--- config.mk ---
export PLATFORM = sky130hd
export DESIGN_NAME = idle_valve_duty_stepper_core
export DESIGN_NICKNAME = d
export VERILOG_FILES = /design/src/design/ivds_pkg.sv /design/src/design/ivds_band.sv /design/src/design/ivds_step.sv /design/src/design/idle_valve_duty_stepper_core.sv
export VERILOG_INCLUDE_DIRS = /design/src /design/src/design
export SDC_FILE = /design/constraint.sdc
export NUM_CORES = 2
export LEC_CHECK = 0
export BUFFER_PORTS_ARGS = -buffer_cell sky130_fd_sc_hd__buf_2
export CORE_MARGIN = 4
export CORE_UTILIZATION = 35
export DETAILED_ROUTE_END_ITERATION = 8
export GPL_ROUTABILITY_DRIVEN = 0
export GPL_TIMING_DRIVEN = 0
export PLACE_DENSITY = 0.5
export SETUP_SLACK_MARGIN = 0.4
export SLEW_MARGIN = 0
export SYNTH_ARGS = -nofsm -noshare
export SYNTH_HDL_FRONTEND = slang
export SYNTH_HIERARCHICAL = 1
export SYNTH_SLANG_ARGS = --single-unit
--- constraint.sdc ---
create_clock -name clk -period 31.1 [get_ports clk]
set_clock_uncertainty 0.1 [all_clocks]
set_input_delay 0 -clock clk [delete_from_list [all_inputs] [get_ports clk]]
set_output_delay 0 -clock clk [all_outputs]
set_load 0.1 [all_outputs]
--- src/design/assert_macros.svh ---
// Assertion macros for the stepper core.
`ifndef ASSERT_MACROS_SVH
`define ASSERT_MACROS_SVH
`ifndef SYNTH
// cond must hold at every clock edge outside reset
`define AST_HOLDS(lbl, clk, rst, cond, msg) \
  lbl: assert property (@(posedge clk) disable iff (rst) (cond)) else $error(msg);
// cons must hold in the cycle after ante
`define AST_NEXT(lbl, clk, rst, ante, cons, msg) \
  lbl: assert property (@(posedge clk) disable iff (rst) (ante) |=> (cons)) else $error(msg);
`else
`define AST_HOLDS(lbl, clk, rst, cond, msg)
`define AST_NEXT(lbl, clk, rst, ante, cons, msg)
`endif
`endif

--- src/design/ivds_pkg.sv ---
package ivds_pkg;

  // register map
  typedef enum logic [2:0] {
    REG_TARGET  = 3'd0,
    REG_DEFAULT = 3'd1,
    REG_MIN     = 3'd2,
    REG_MAX     = 3'd3,
    REG_HOLD    = 3'd4,
    REG_INC     = 3'd5,
    REG_DEC     = 3'd6
  } reg_idx_t;

  typedef enum logic [2:0] {
    ACT_CRANK    = 3'd0,
    ACT_VERY_LOW = 3'd1,
    ACT_HOLD     = 3'd2,
    ACT_IN_BAND  = 3'd3,
    ACT_HIGH     = 3'd4,
    ACT_BIT_HIGH = 3'd5,
    ACT_LOW      = 3'd6,
    ACT_BIT_LOW  = 3'd7
  } action_t;

  localparam int unsigned BAND_LO_PCT = 93;
  localparam int unsigned BAND_HI_PCT = 107;
  localparam int unsigned RPM_MARGIN  = 100;
  localparam int unsigned LOW_NUM     = 7;   // very low: 10*rpm < 7*band_low
  localparam int unsigned LOW_DEN     = 10;
  // floor(x/100) = (x * ceil(2^30/100)) >> 30, exact for x < 2^23
  localparam int unsigned BAND_SHIFT  = 30;
  localparam logic [23:0] BAND_RECIP  = 24'd10737419;

  localparam logic [15:0] TARGET_RST  = 16'd1000;
  localparam logic [7:0]  DEFAULT_RST = 8'd20;
  localparam logic [7:0]  MIN_RST     = 8'd0;
  localparam logic [7:0]  MAX_RST     = 8'd255;
  localparam logic [7:0]  HOLD_RST    = 8'd1;
  localparam logic [7:0]  INC_RST     = 8'd1;
  localparam logic [7:0]  DEC_RST     = 8'd1;

  typedef struct packed {
    logic [15:0] rpm;
    logic        cranking;
    logic [31:0] now_seconds;
  } in_t;

  typedef struct packed {
    logic [7:0] duty;
    action_t    action;
    logic       changed;
  } out_t;

  typedef struct packed {
    logic [15:0] target_rpm;
    logic [7:0]  default_duty;
    logic [7:0]  min_duty;
    logic [7:0]  max_duty;
    logic [7:0]  hold_seconds;
    logic [7:0]  increase_step;
    logic [7:0]  decrease_step;
  } cfg_t;

  // band edges derived from target_rpm
  typedef struct packed {
    logic [15:0] low;
    logic [16:0] high;
    logic [18:0] low7;
  } band_t;

endpackage

--- src/design/ivds_band.sv ---
// Band edges from target_rpm: constant multiply, reciprocal multiply, times 7.
// busy covers the pipeline latency after target_rpm changes.
module ivds_band (
  input  logic              clk,
  input  logic              rst,
  input  logic              reload,
  input  logic [15:0]       target_rpm,
  output ivds_pkg::band_t   band,
  output logic              busy
);

  localparam logic [1:0] BUSY_CYCLES = 2'd3;

  logic [22:0] p_lo;
  logic [22:0] p_hi;
  logic [46:0] q_lo;
  logic [46:0] q_hi;
  logic [15:0] low;
  logic [16:0] high;
  logic [18:0] low7;
  logic [1:0]  busy_cnt;

  always_ff @(posedge clk) begin
    p_lo <= 23'({7'd0, target_rpm} * 23'(ivds_pkg::BAND_LO_PCT));
    p_hi <= 23'({7'd0, target_rpm} * 23'(ivds_pkg::BAND_HI_PCT));
    low  <= q_lo[ivds_pkg::BAND_SHIFT +: 16];
    high <= q_hi[ivds_pkg::BAND_SHIFT +: 17];
    low7 <= 19'({3'd0, low} * 19'(ivds_pkg::LOW_NUM));
  end

  assign q_lo = {24'd0, p_lo} * {23'd0, ivds_pkg::BAND_RECIP};
  assign q_hi = {24'd0, p_hi} * {23'd0, ivds_pkg::BAND_RECIP};

  // reset also waits the pipeline out, so the edges start from the reset target
  always_ff @(posedge clk) begin
    if (rst || reload) begin
      busy_cnt <= BUSY_CYCLES;
    end else if (busy_cnt != 2'd0) begin
      busy_cnt <= busy_cnt - 2'd1;
    end
  end

  assign busy      = (busy_cnt != 2'd0);
  assign band.low  = low;
  assign band.high = high;
  assign band.low7 = low7;

endmodule

--- src/design/ivds_step.sv ---
// One update: rule selection, step, clamp, change detect.
module ivds_step #(
  parameter int CUR_W      = 8,
  parameter int DUTY_WIDTH = 8,
  parameter int TIME_WIDTH = 32
) (
  input  ivds_pkg::in_t           item,
  input  ivds_pkg::cfg_t          cfg,
  input  ivds_pkg::band_t         band,
  input  logic [CUR_W-1:0]        cur_duty,
  input  logic [TIME_WIDTH-1:0]   last_change,
  output logic [CUR_W-1:0]        new_duty,
  output ivds_pkg::out_t          result
);

  localparam int SW = CUR_W + 2;
  localparam logic signed [SW-1:0] ONE_S   = SW'(1);
  localparam logic signed [SW-1:0] ZERO_S  = SW'(0);
  localparam logic signed [SW-1:0] LIMIT_S = SW'((1 << DUTY_WIDTH) - 1);

  logic [19:0]            rpm10;
  logic [TIME_WIDTH-1:0]  elapsed;
  logic                   apply;
  ivds_pkg::action_t      action;
  logic signed [SW-1:0]   cur_s;
  logic signed [SW-1:0]   want;
  logic signed [SW-1:0]   min_s;
  logic signed [SW-1:0]   max_s;
  logic signed [SW-1:0]   v1;
  logic signed [SW-1:0]   v2;
  logic signed [SW-1:0]   v3;
  logic signed [SW-1:0]   v4;

  assign rpm10   = 20'({4'd0, item.rpm} * 20'(ivds_pkg::LOW_DEN));
  assign elapsed = item.now_seconds[TIME_WIDTH-1:0] - last_change;
  assign cur_s   = $signed({2'b00, cur_duty});
  assign min_s   = $signed({{(SW-8){1'b0}}, cfg.min_duty});
  assign max_s   = $signed({{(SW-8){1'b0}}, cfg.max_duty});

  always_comb begin
    apply  = 1'b1;
    want   = $signed({{(SW-8){1'b0}}, cfg.default_duty});
    priority if (item.rpm == 16'd0 || item.cranking) begin
      action = ivds_pkg::ACT_CRANK;
    end else if (rpm10 < {1'b0, band.low7}) begin
      action = ivds_pkg::ACT_VERY_LOW;
    end else if (elapsed < TIME_WIDTH'(cfg.hold_seconds)) begin
      action = ivds_pkg::ACT_HOLD;
      apply  = 1'b0;
    end else if ({1'b0, item.rpm} > {1'b0, band.low} && {1'b0, item.rpm} < band.high) begin
      action = ivds_pkg::ACT_IN_BAND;
      apply  = 1'b0;
    end else if ({2'b00, item.rpm} >= {1'b0, band.high} + 18'(ivds_pkg::RPM_MARGIN)) begin
      action = ivds_pkg::ACT_HIGH;
      want   = cur_s - $signed({{(SW-8){1'b0}}, cfg.decrease_step});
    end else if ({1'b0, item.rpm} >= band.high) begin
      action = ivds_pkg::ACT_BIT_HIGH;
      want   = cur_s - ONE_S;
    end else if ({1'b0, item.rpm} + 17'(ivds_pkg::RPM_MARGIN) < {1'b0, band.low}) begin
      action = ivds_pkg::ACT_LOW;
      want   = cur_s + $signed({{(SW-8){1'b0}}, cfg.increase_step});
    end else begin
      action = ivds_pkg::ACT_BIT_LOW;
      want   = cur_s + ONE_S;
    end
  end

  // raise to min, then lower to max, then saturate to the duty range
  assign v1 = (want < min_s) ? min_s : want;
  assign v2 = (v1 > max_s) ? max_s : v1;
  assign v3 = (v2 < ZERO_S) ? ZERO_S : v2;
  assign v4 = (v3 > LIMIT_S) ? LIMIT_S : v3;

  assign new_duty       = apply ? v4[CUR_W-1:0] : cur_duty;
  assign result.duty    = 8'({{8{1'b0}}, new_duty});
  assign result.action  = action;
  assign result.changed = (new_duty != cur_duty);

endmodule

--- src/design/idle_valve_duty_stepper_core.sv ---
// Idle valve duty stepper. Takes one item (rpm, cranking flag, time in seconds)
// per clock while in_ready is high and returns one result item (duty, action,
// changed) for it via the input register, then the result register. The rate is
// one item per cycle while out_ready is high: the duty and last-change time are
// updated by a single pass of compare, add and clamp logic between the input
// register and the result register, so each item sees the state left by the one
// before it. A result waiting on the output register does not block the input
// register; the input side stalls when both registers are full and out_ready is
// low. After reset and after every write of target_rpm, in_ready stays low
// while the band edge pipeline (percent multiply, reciprocal divide by 100,
// times 7) settles. Configuration registers are written through cfg_we/cfg_index/
// cfg_data with no wait; an index outside the register map is ignored.
`include "assert_macros.svh"

module idle_valve_duty_stepper_core #(
  parameter int DUTY_WIDTH = 8,   // 4..16, duty saturates at 2^DUTY_WIDTH-1
  parameter int TIME_WIDTH = 32   // 8..32, elapsed time taken modulo 2^TIME_WIDTH
) (
  input  logic             clk,
  input  logic             rst,
  input  logic             in_valid,
  output logic             in_ready,
  input  ivds_pkg::in_t    in_item,
  output logic             out_valid,
  input  logic             out_ready,
  output ivds_pkg::out_t   out_item,
  input  logic             cfg_we,
  input  logic [2:0]       cfg_index,
  input  logic [15:0]      cfg_data
);

  // duty storage also has to hold the 8-bit default duty at reset
  localparam int CUR_W = (DUTY_WIDTH > 8) ? DUTY_WIDTH : 8;

  ivds_pkg::cfg_t         cfg;
  ivds_pkg::band_t        band;
  logic                   band_busy;
  logic                   target_wr;

  ivds_pkg::in_t          in_q;
  logic                   in_q_valid;
  ivds_pkg::out_t         out_q;

  logic [CUR_W-1:0]       cur_duty;
  logic [TIME_WIDTH-1:0]  last_change;
  logic [CUR_W-1:0]       duty_next;
  ivds_pkg::out_t         step_res;

  logic                   advance;   // result register can take a new item
  logic                   out_load;
  logic                   in_take;

  // ---- configuration registers ----
  assign target_wr = cfg_we && (cfg_index == ivds_pkg::REG_TARGET);

  always_ff @(posedge clk) begin
    if (rst) begin
      cfg.target_rpm    <= ivds_pkg::TARGET_RST;
      cfg.default_duty  <= ivds_pkg::DEFAULT_RST;
      cfg.min_duty      <= ivds_pkg::MIN_RST;
      cfg.max_duty      <= ivds_pkg::MAX_RST;
      cfg.hold_seconds  <= ivds_pkg::HOLD_RST;
      cfg.increase_step <= ivds_pkg::INC_RST;
      cfg.decrease_step <= ivds_pkg::DEC_RST;
    end else if (cfg_we) begin
      unique case (cfg_index)
        ivds_pkg::REG_TARGET:  cfg.target_rpm    <= cfg_data;
        ivds_pkg::REG_DEFAULT: cfg.default_duty  <= cfg_data[7:0];
        ivds_pkg::REG_MIN:     cfg.min_duty      <= cfg_data[7:0];
        ivds_pkg::REG_MAX:     cfg.max_duty      <= cfg_data[7:0];
        ivds_pkg::REG_HOLD:    cfg.hold_seconds  <= cfg_data[7:0];
        ivds_pkg::REG_INC:     cfg.increase_step <= cfg_data[7:0];
        ivds_pkg::REG_DEC:     cfg.decrease_step <= cfg_data[7:0];
        default: ;  // unmapped index: ignored
      endcase
    end
  end

  // ---- band edges, recomputed whenever target_rpm is written ----
  ivds_band u_band (
    .clk        (clk),
    .rst        (rst),
    .reload     (target_wr),
    .target_rpm (cfg.target_rpm),
    .band       (band),
    .busy       (band_busy)
  );

  // ---- handshake ----
  assign advance  = !out_valid || out_ready;
  assign out_load = in_q_valid && advance;
  assign in_ready = !band_busy && (!in_q_valid || advance);
  assign in_take  = in_valid && in_ready;

  // ---- update logic ----
  ivds_step #(
    .CUR_W      (CUR_W),
    .DUTY_WIDTH (DUTY_WIDTH),
    .TIME_WIDTH (TIME_WIDTH)
  ) u_step (
    .item        (in_q),
    .cfg         (cfg),
    .band        (band),
    .cur_duty    (cur_duty),
    .last_change (last_change),
    .new_duty    (duty_next),
    .result      (step_res)
  );

  // input register
  always_ff @(posedge clk) begin
    if (rst) begin
      in_q_valid <= 1'b0;
    end else if (in_take) begin
      in_q_valid <= 1'b1;
    end else if (out_load) begin
      in_q_valid <= 1'b0;
    end
  end

  always_ff @(posedge clk) begin
    if (in_take) begin
      in_q <= in_item;
    end
  end

  // result register and controller state; state moves only when an item retires
  always_ff @(posedge clk) begin
    if (rst) begin
      out_valid   <= 1'b0;
      cur_duty    <= CUR_W'(ivds_pkg::DEFAULT_RST);
      last_change <= '0;
    end else if (out_load) begin
      out_valid <= 1'b1;
      cur_duty  <= duty_next;
      if (step_res.changed) begin
        last_change <= in_q.now_seconds[TIME_WIDTH-1:0];
      end
    end else if (out_ready) begin
      out_valid <= 1'b0;
    end
  end

  always_ff @(posedge clk) begin
    if (out_load) begin
      out_q <= step_res;
    end
  end

  assign out_item = out_q;

  // ---- checks ----
  // no item may enter while band edges are stale
  `AST_NEXT(a_target_stall, clk, rst, target_wr, !in_ready, "item accepted with stale band edges")
  // a change stamps the item's time
  `AST_NEXT(a_stamp, clk, rst, out_load && step_res.changed, last_change == $past(in_q.now_seconds[TIME_WIDTH-1:0]), "last change time not stamped")
  // hold and in-band results never change the duty
  `AST_HOLDS(a_hold_quiet, clk, rst, !(out_valid && (out_item.action == ivds_pkg::ACT_HOLD || out_item.action == ivds_pkg::ACT_IN_BAND)) || !out_item.changed, "duty changed on hold or in band")

endmodule
Yosys cells after proc, flatten, opt, wreduce, memory -nomap -nowiden. Cells that the tools add are included.

Output and inout port bits: 14. Input bits: 73. Logic and storage cells: 110. Register bits after elaboration: 267.

$lt $le $gt $ge: 11. Reductions and logical operators: 27. Multipliers: 6. Multiplexer cells: 26. $add $sub $neg: 8. Eq/ne operators: 7.

Operator list (number): $mux 10 (10); $mul 23x24->47 const B (1); $mul 16x7->23 const B (2); $mul 23x24->46 const B (1); $mul 16x3->19 const B (2); $lt 32x8->1 (1); $sub 32x32->32 (1); $lt 20x19->1 (1); $add 17x7->18 const B (1); $ge 16x18->1 (1); $add 16x7->17 const B (1); $ge 16x17->1 (1); $lt 16x17->1 (1); $lt 17x16->1 (1); $gt 16x16->1 (1); $logic_not 16->1 (1); $mux 8 (2); $reduce_and 2->1 (8); $gt 10x9->1 (1); $gt 10x9->1 const B (1); $lt 10x1->1 const B (1); $lt 10x9->1 (1); $mux 1 (10); $add 8x1->9 const B (1); 17 further kinds (33).

Longest topological paths before layout.
Word-level depth: 20. Gate-level depth with buffers: 59. Mapped depth without buffers: 54.

Cells and area by module. The synthesis kept the hierarchy.

By module, submodules not included: ivds_band (sequential area each 1981.9 µm², cells an instance 2441, area an instance 25202.9 µm², instances 1); ivds_step (sequential area each 0.0 µm², cells an instance 1141, area an instance 7938.9 µm², instances 1); idle_valve_duty_stepper_core (sequential area each 3953.8 µm², cells an instance 509, area an instance 6002.0 µm², instances 1).

Least setup slack after synthesis. No wires, ideal clock.

Path kind: register to register. Start point: register in_q[36] (netlist bit). End point: register last_change[10]. Setup time: 72 ps. Clock period less this slack: 10151 ps. Path slack: 20949 ps. Data arrival time: 9980 ps. Cell stages (with the launch flop): 59. Required time: 30928 ps. Buffers on the path: 5. Path through: edfxtp_1 -> ha_1 -> ha_1 -> inv_1 -> fa_1 -> nor2b_1 -> o21ai_0 -> a21boi_0 -> o21ai_0 -> a21boi_0 -> o21ai_0 -> a21boi_0 -> o21ai_0 -> a21boi_0 -> o21ai_0 -> nand2b_1 -> a21o_1 -> a21oi_1 -> (+23 left out) -> nor2b_1 -> o21a_1 -> o21ai_0 -> nand2b_1 -> a21oi_1 -> nor2b_1 -> o21ai_0 -> a21o_1 -> o41a_1 -> buf_4 -> o22ai_1 -> a31oi_1 -> a221oi_1 -> o221ai_1 -> nand2_1 -> nor2_1 -> buf_2 -> mux2i_1.

RTL lines: start, declared (RTL line idle_valve_duty_stepper_core.sv:40) `ivds_pkg::in_t in_q;`; start signal, assigned (RTL line idle_valve_duty_stepper_core.sv:123) `in_q <= in_item;`; end signal, assigned (RTL line idle_valve_duty_stepper_core.sv:137) `last_change <= in_q.now_seconds[TIME_WIDTH-1:0];`; end, declared (RTL line idle_valve_duty_stepper_core.sv:45) `logic [TIME_WIDTH-1:0] last_change;`.

==> results.py <==
metrics = {
    "die": {
        "top_level_ports": 87,
        "die_w_um": 342,
        "start_util_pct": 35.3,
        "rows": 122,
        "coreArea_mm2": 0.111,
        "dieHeight_um": 342,
        "dieArea_mm2": 0.117,
    },
    "setup_path": {
        "crit_top_cell": "o21ai_0",
        "crit_fanout": 10,
        "critPathMaxStageDelay_ns": 0.59,
        "critPathLaunchType": "flop",
        "slowest_stage": "nor2_1",
        "required_ns": 31.51,
        "endpoint_kind": "flop",
        "cp.arrival_ns": 13.80,
        "crit_type": "flop to flop",
    },
    "clock_network": {
        "clockBufferDepth": 3,
        "cts_sinks": 266,
        "cts_setup_buffers": 0,
        "cts_root_buf": "clkbuf_16",
        "tritoncts": "done",
        "htree_levels": 2,
        "clock_latency_ns": 0.58,
        "cts_made_buffers": 36,
        "cts_resized": 0,
        "hold_buffers": 108,
        "clk_pin_slew_worst_paths_ns": 0.06,
    },
    "synthesis": {
        "yosysMostFrequentCell": "inv_1",
        "synth.avg_cell_area_um2": 9.57,
        "syn_inst": 4091,
        "synth.yosys.warnings": 6,
        "ys_ff_latch": 266,
        "synth_area_leaders": "ha_1 (25%), fa_1 (25%), dfxtp_1 (10%), inv_1 (8.7%), edfxtp_1 (4.7%)",
        "yosysTopAreaCellShare_pct": 25.1,
        "synthTopCellsByCount": "inv_1 (910), ha_1 (784), fa_1 (484)",
        "syn_area_mm2": 0.0391,
        "synth_cell_types": 101,
        "ys_seq_area_share_pct": 15.2,
        "ys.flop_type": "dfxtp_1",
        "synth_area_leader_cell": "ha_1",
        "synthesis.nets": 5432,
        "synthArstFlopShare_pct": 0,
        "synth_edf_count": 61,
    },
    "routing": {
        "routed_wl_um": 99200,
        "first_pass_iters": 5,
        "drtAntennaViolNets": 0,
        "drc": 0,
        "wl_per_cell_um": 17.0,
        "drtIter0Drc": 1263,
        "num_vias": 27800,
        "via_per_inst": 4.75,
    },
    "grt": {
        "grt.overflow.total": 0,
        "grt_pass1_wl_um": 161000,
        "antenna_found_initial": 1,
        "grt_pass1_vias": 29600,
        "grt_max_degree": 30,
        "track_usage_pct": 17.3,
    },
    "sta": {
        "clock.fmax_ghz": 0.0747,
        "slew_headroom_pct": 27.4,
        "tightestPinTransition_ns": 1.08,
        "post-route-min-period_ns": 13.39,
        "finalHoldViolations": 0,
        "rsz0062_at_grt": "no",
        "finalMaxSlewViolations": 0,
        "finalCritPeriodShare_pct": 43.0,
        "setup_viol": 0,
        "tns_ns": 0,
    },
    "finish": {
        "multiInputGateArea_mm2": 0.0295,
        "drive_gt1_share_pct": 5.40,
        "fin_cells": 5844,
        "seq_area_mm2": 0.00594,
        "fill_cells": 11300,
        "nNetsFinal": 5668,
        "design_area_mm2": 0.0439,
        "area_delta_synth_final_pct": 12.1,
    },
    "placed_design": {
        "placed_area_mm2": 0.0415,
        "dp.cells": 5669,
        "io_buffers": 85,
        "hpwl_um": 84100,
    },
    "outcome": {
        "outcome": "finished clean",
    },
    "job": {
        "maxCapViolCount": 0,
    },
    "min_path": {
        "hp-class": "input pin to flop",
    },
}
cell families (layout without fill, tap and decap cells):
kind of cell / count (synthesis) / after routing / share of synthesized area (%)
flops: 266 / 266 / 15.2
compound gates: 635 / 635 / 10.9
other cells: 0 / 1 / 0
mux: 85 / 85 / 2.21
xor+xnor: 140 / 140 / 3.13
buf+inv: 982 / 1246 / 9.61
simple gates: 715 / 715 / 9.21
fa+ha+maj: 1268 / 1268 / 49.8
placed cells by master (no fill, tap or decap), types with 9 or more instances in the layout:
cell type      count
nand3_1           47
ha_1             784
o21ai_1           20
nor4_1            15
xnor2_1          102
and3_1            21
a211oi_1          20
mux2i_1           76
a211o_1            9
o31ai_1           15
o211ai_1          24
clkbuf_1          48
and2_1            15
a21oi_1          184
a31oi_1           10
or2_2             11
nand2_1          172
o21a_1            39
nand4_1           32
nor2_1           166
buf_2             97
a21o_1            85
nor3_1            65
dfxtp_1          204
buf_4             11
edfxtp_1          61
a21oi_2           11
inv_1            910
nand2b_1         102
clkbuf_16         37
dlygate4sd3_1    108
xor2_1            38
nor2b_1           23
o21ai_0           86
o21bai_1          19
fa_1             484
a21boi_0          12
registers in the layout, indices dropped and copies added (netlist names), 16 cells and up:
name         cells
u_band/p_lo     22
cfg             64
in_q            49
u_band/low      16
u_band/p_hi     23
u_band/low7     19
last_change     32
u_band/high     17
stage by stage:
stage | util [%] | setup slack [ns] | hold slack, ns
after floorplan | - | 20.95 | -0.00250
after global placement | 37.4 | 16.81 | 0.0768
after detailed placement | 37.5 | 17.94 | 0.0781
after CTS | 39.6 | 17.88 | 0.0127
after global routing | 39.6 | 16.73 | 0.0368
final | 39.6 | 17.71 | 0.0663
final cells by class:
| cell class | count | area share [%] |
|---|---|---|
| Sequential cell | 266 | 13.5 |
| Inverter | 912 | 7.81 |
| Tap cell | 1488 | 4.24 |
| Clock buffer | 46 | 2.25 |
| Multi-Input combinational cell | 2843 | 67.1 |
| Clock inverter | 20 | 0.630 |
| Antenna cell | 1 | 0.00570 |
| Buffer | 70 | 0.761 |
| Timing Repair Buffer | 198 | 3.63 |
worst max-delay path, delay by kind of cell, from the launching register on:
kind                     cells  cell delay (ns)
multiplexers                 2             0.72
AO/OA/AOI/OAI               28             5.37
AND/OR/NAND/NOR             13             2.37
XOR/XNOR                     1             0.13
adder cells (fa/ha/maj)      7             1.98
buffers and inverters        7             2.08
flip-flops                   1             0.56
worst paths after layout:
kind | startpoint | end | slack [ns] | depth (start not counted)
min | in_item[45] | in_q[45] | 0.07 | 2
max reg2reg | in_q[36] | last_change[21] | 17.71 | 58
min reg2reg | cfg[48] | u_band/p_hi[0] | 0.34 | 0
max | in_q[36] | last_change[21] | 17.71 | 58
routing by layer:
metal / routed length (µm) / GRT usage, % / vias to the layer above
li1: - / - / 14000
met3: 3330 / 2.09 / 95
met1: 48400 / 24.3 / 13300
met5: 0 / 0 / -
met4: 2060 / 3.66 / 0
met2: 45400 / 28.6 / 404
Power is left out: the tool's default activity adds up to more than one toggle a clock period on the data nets, which glitch-free logic cannot reach.
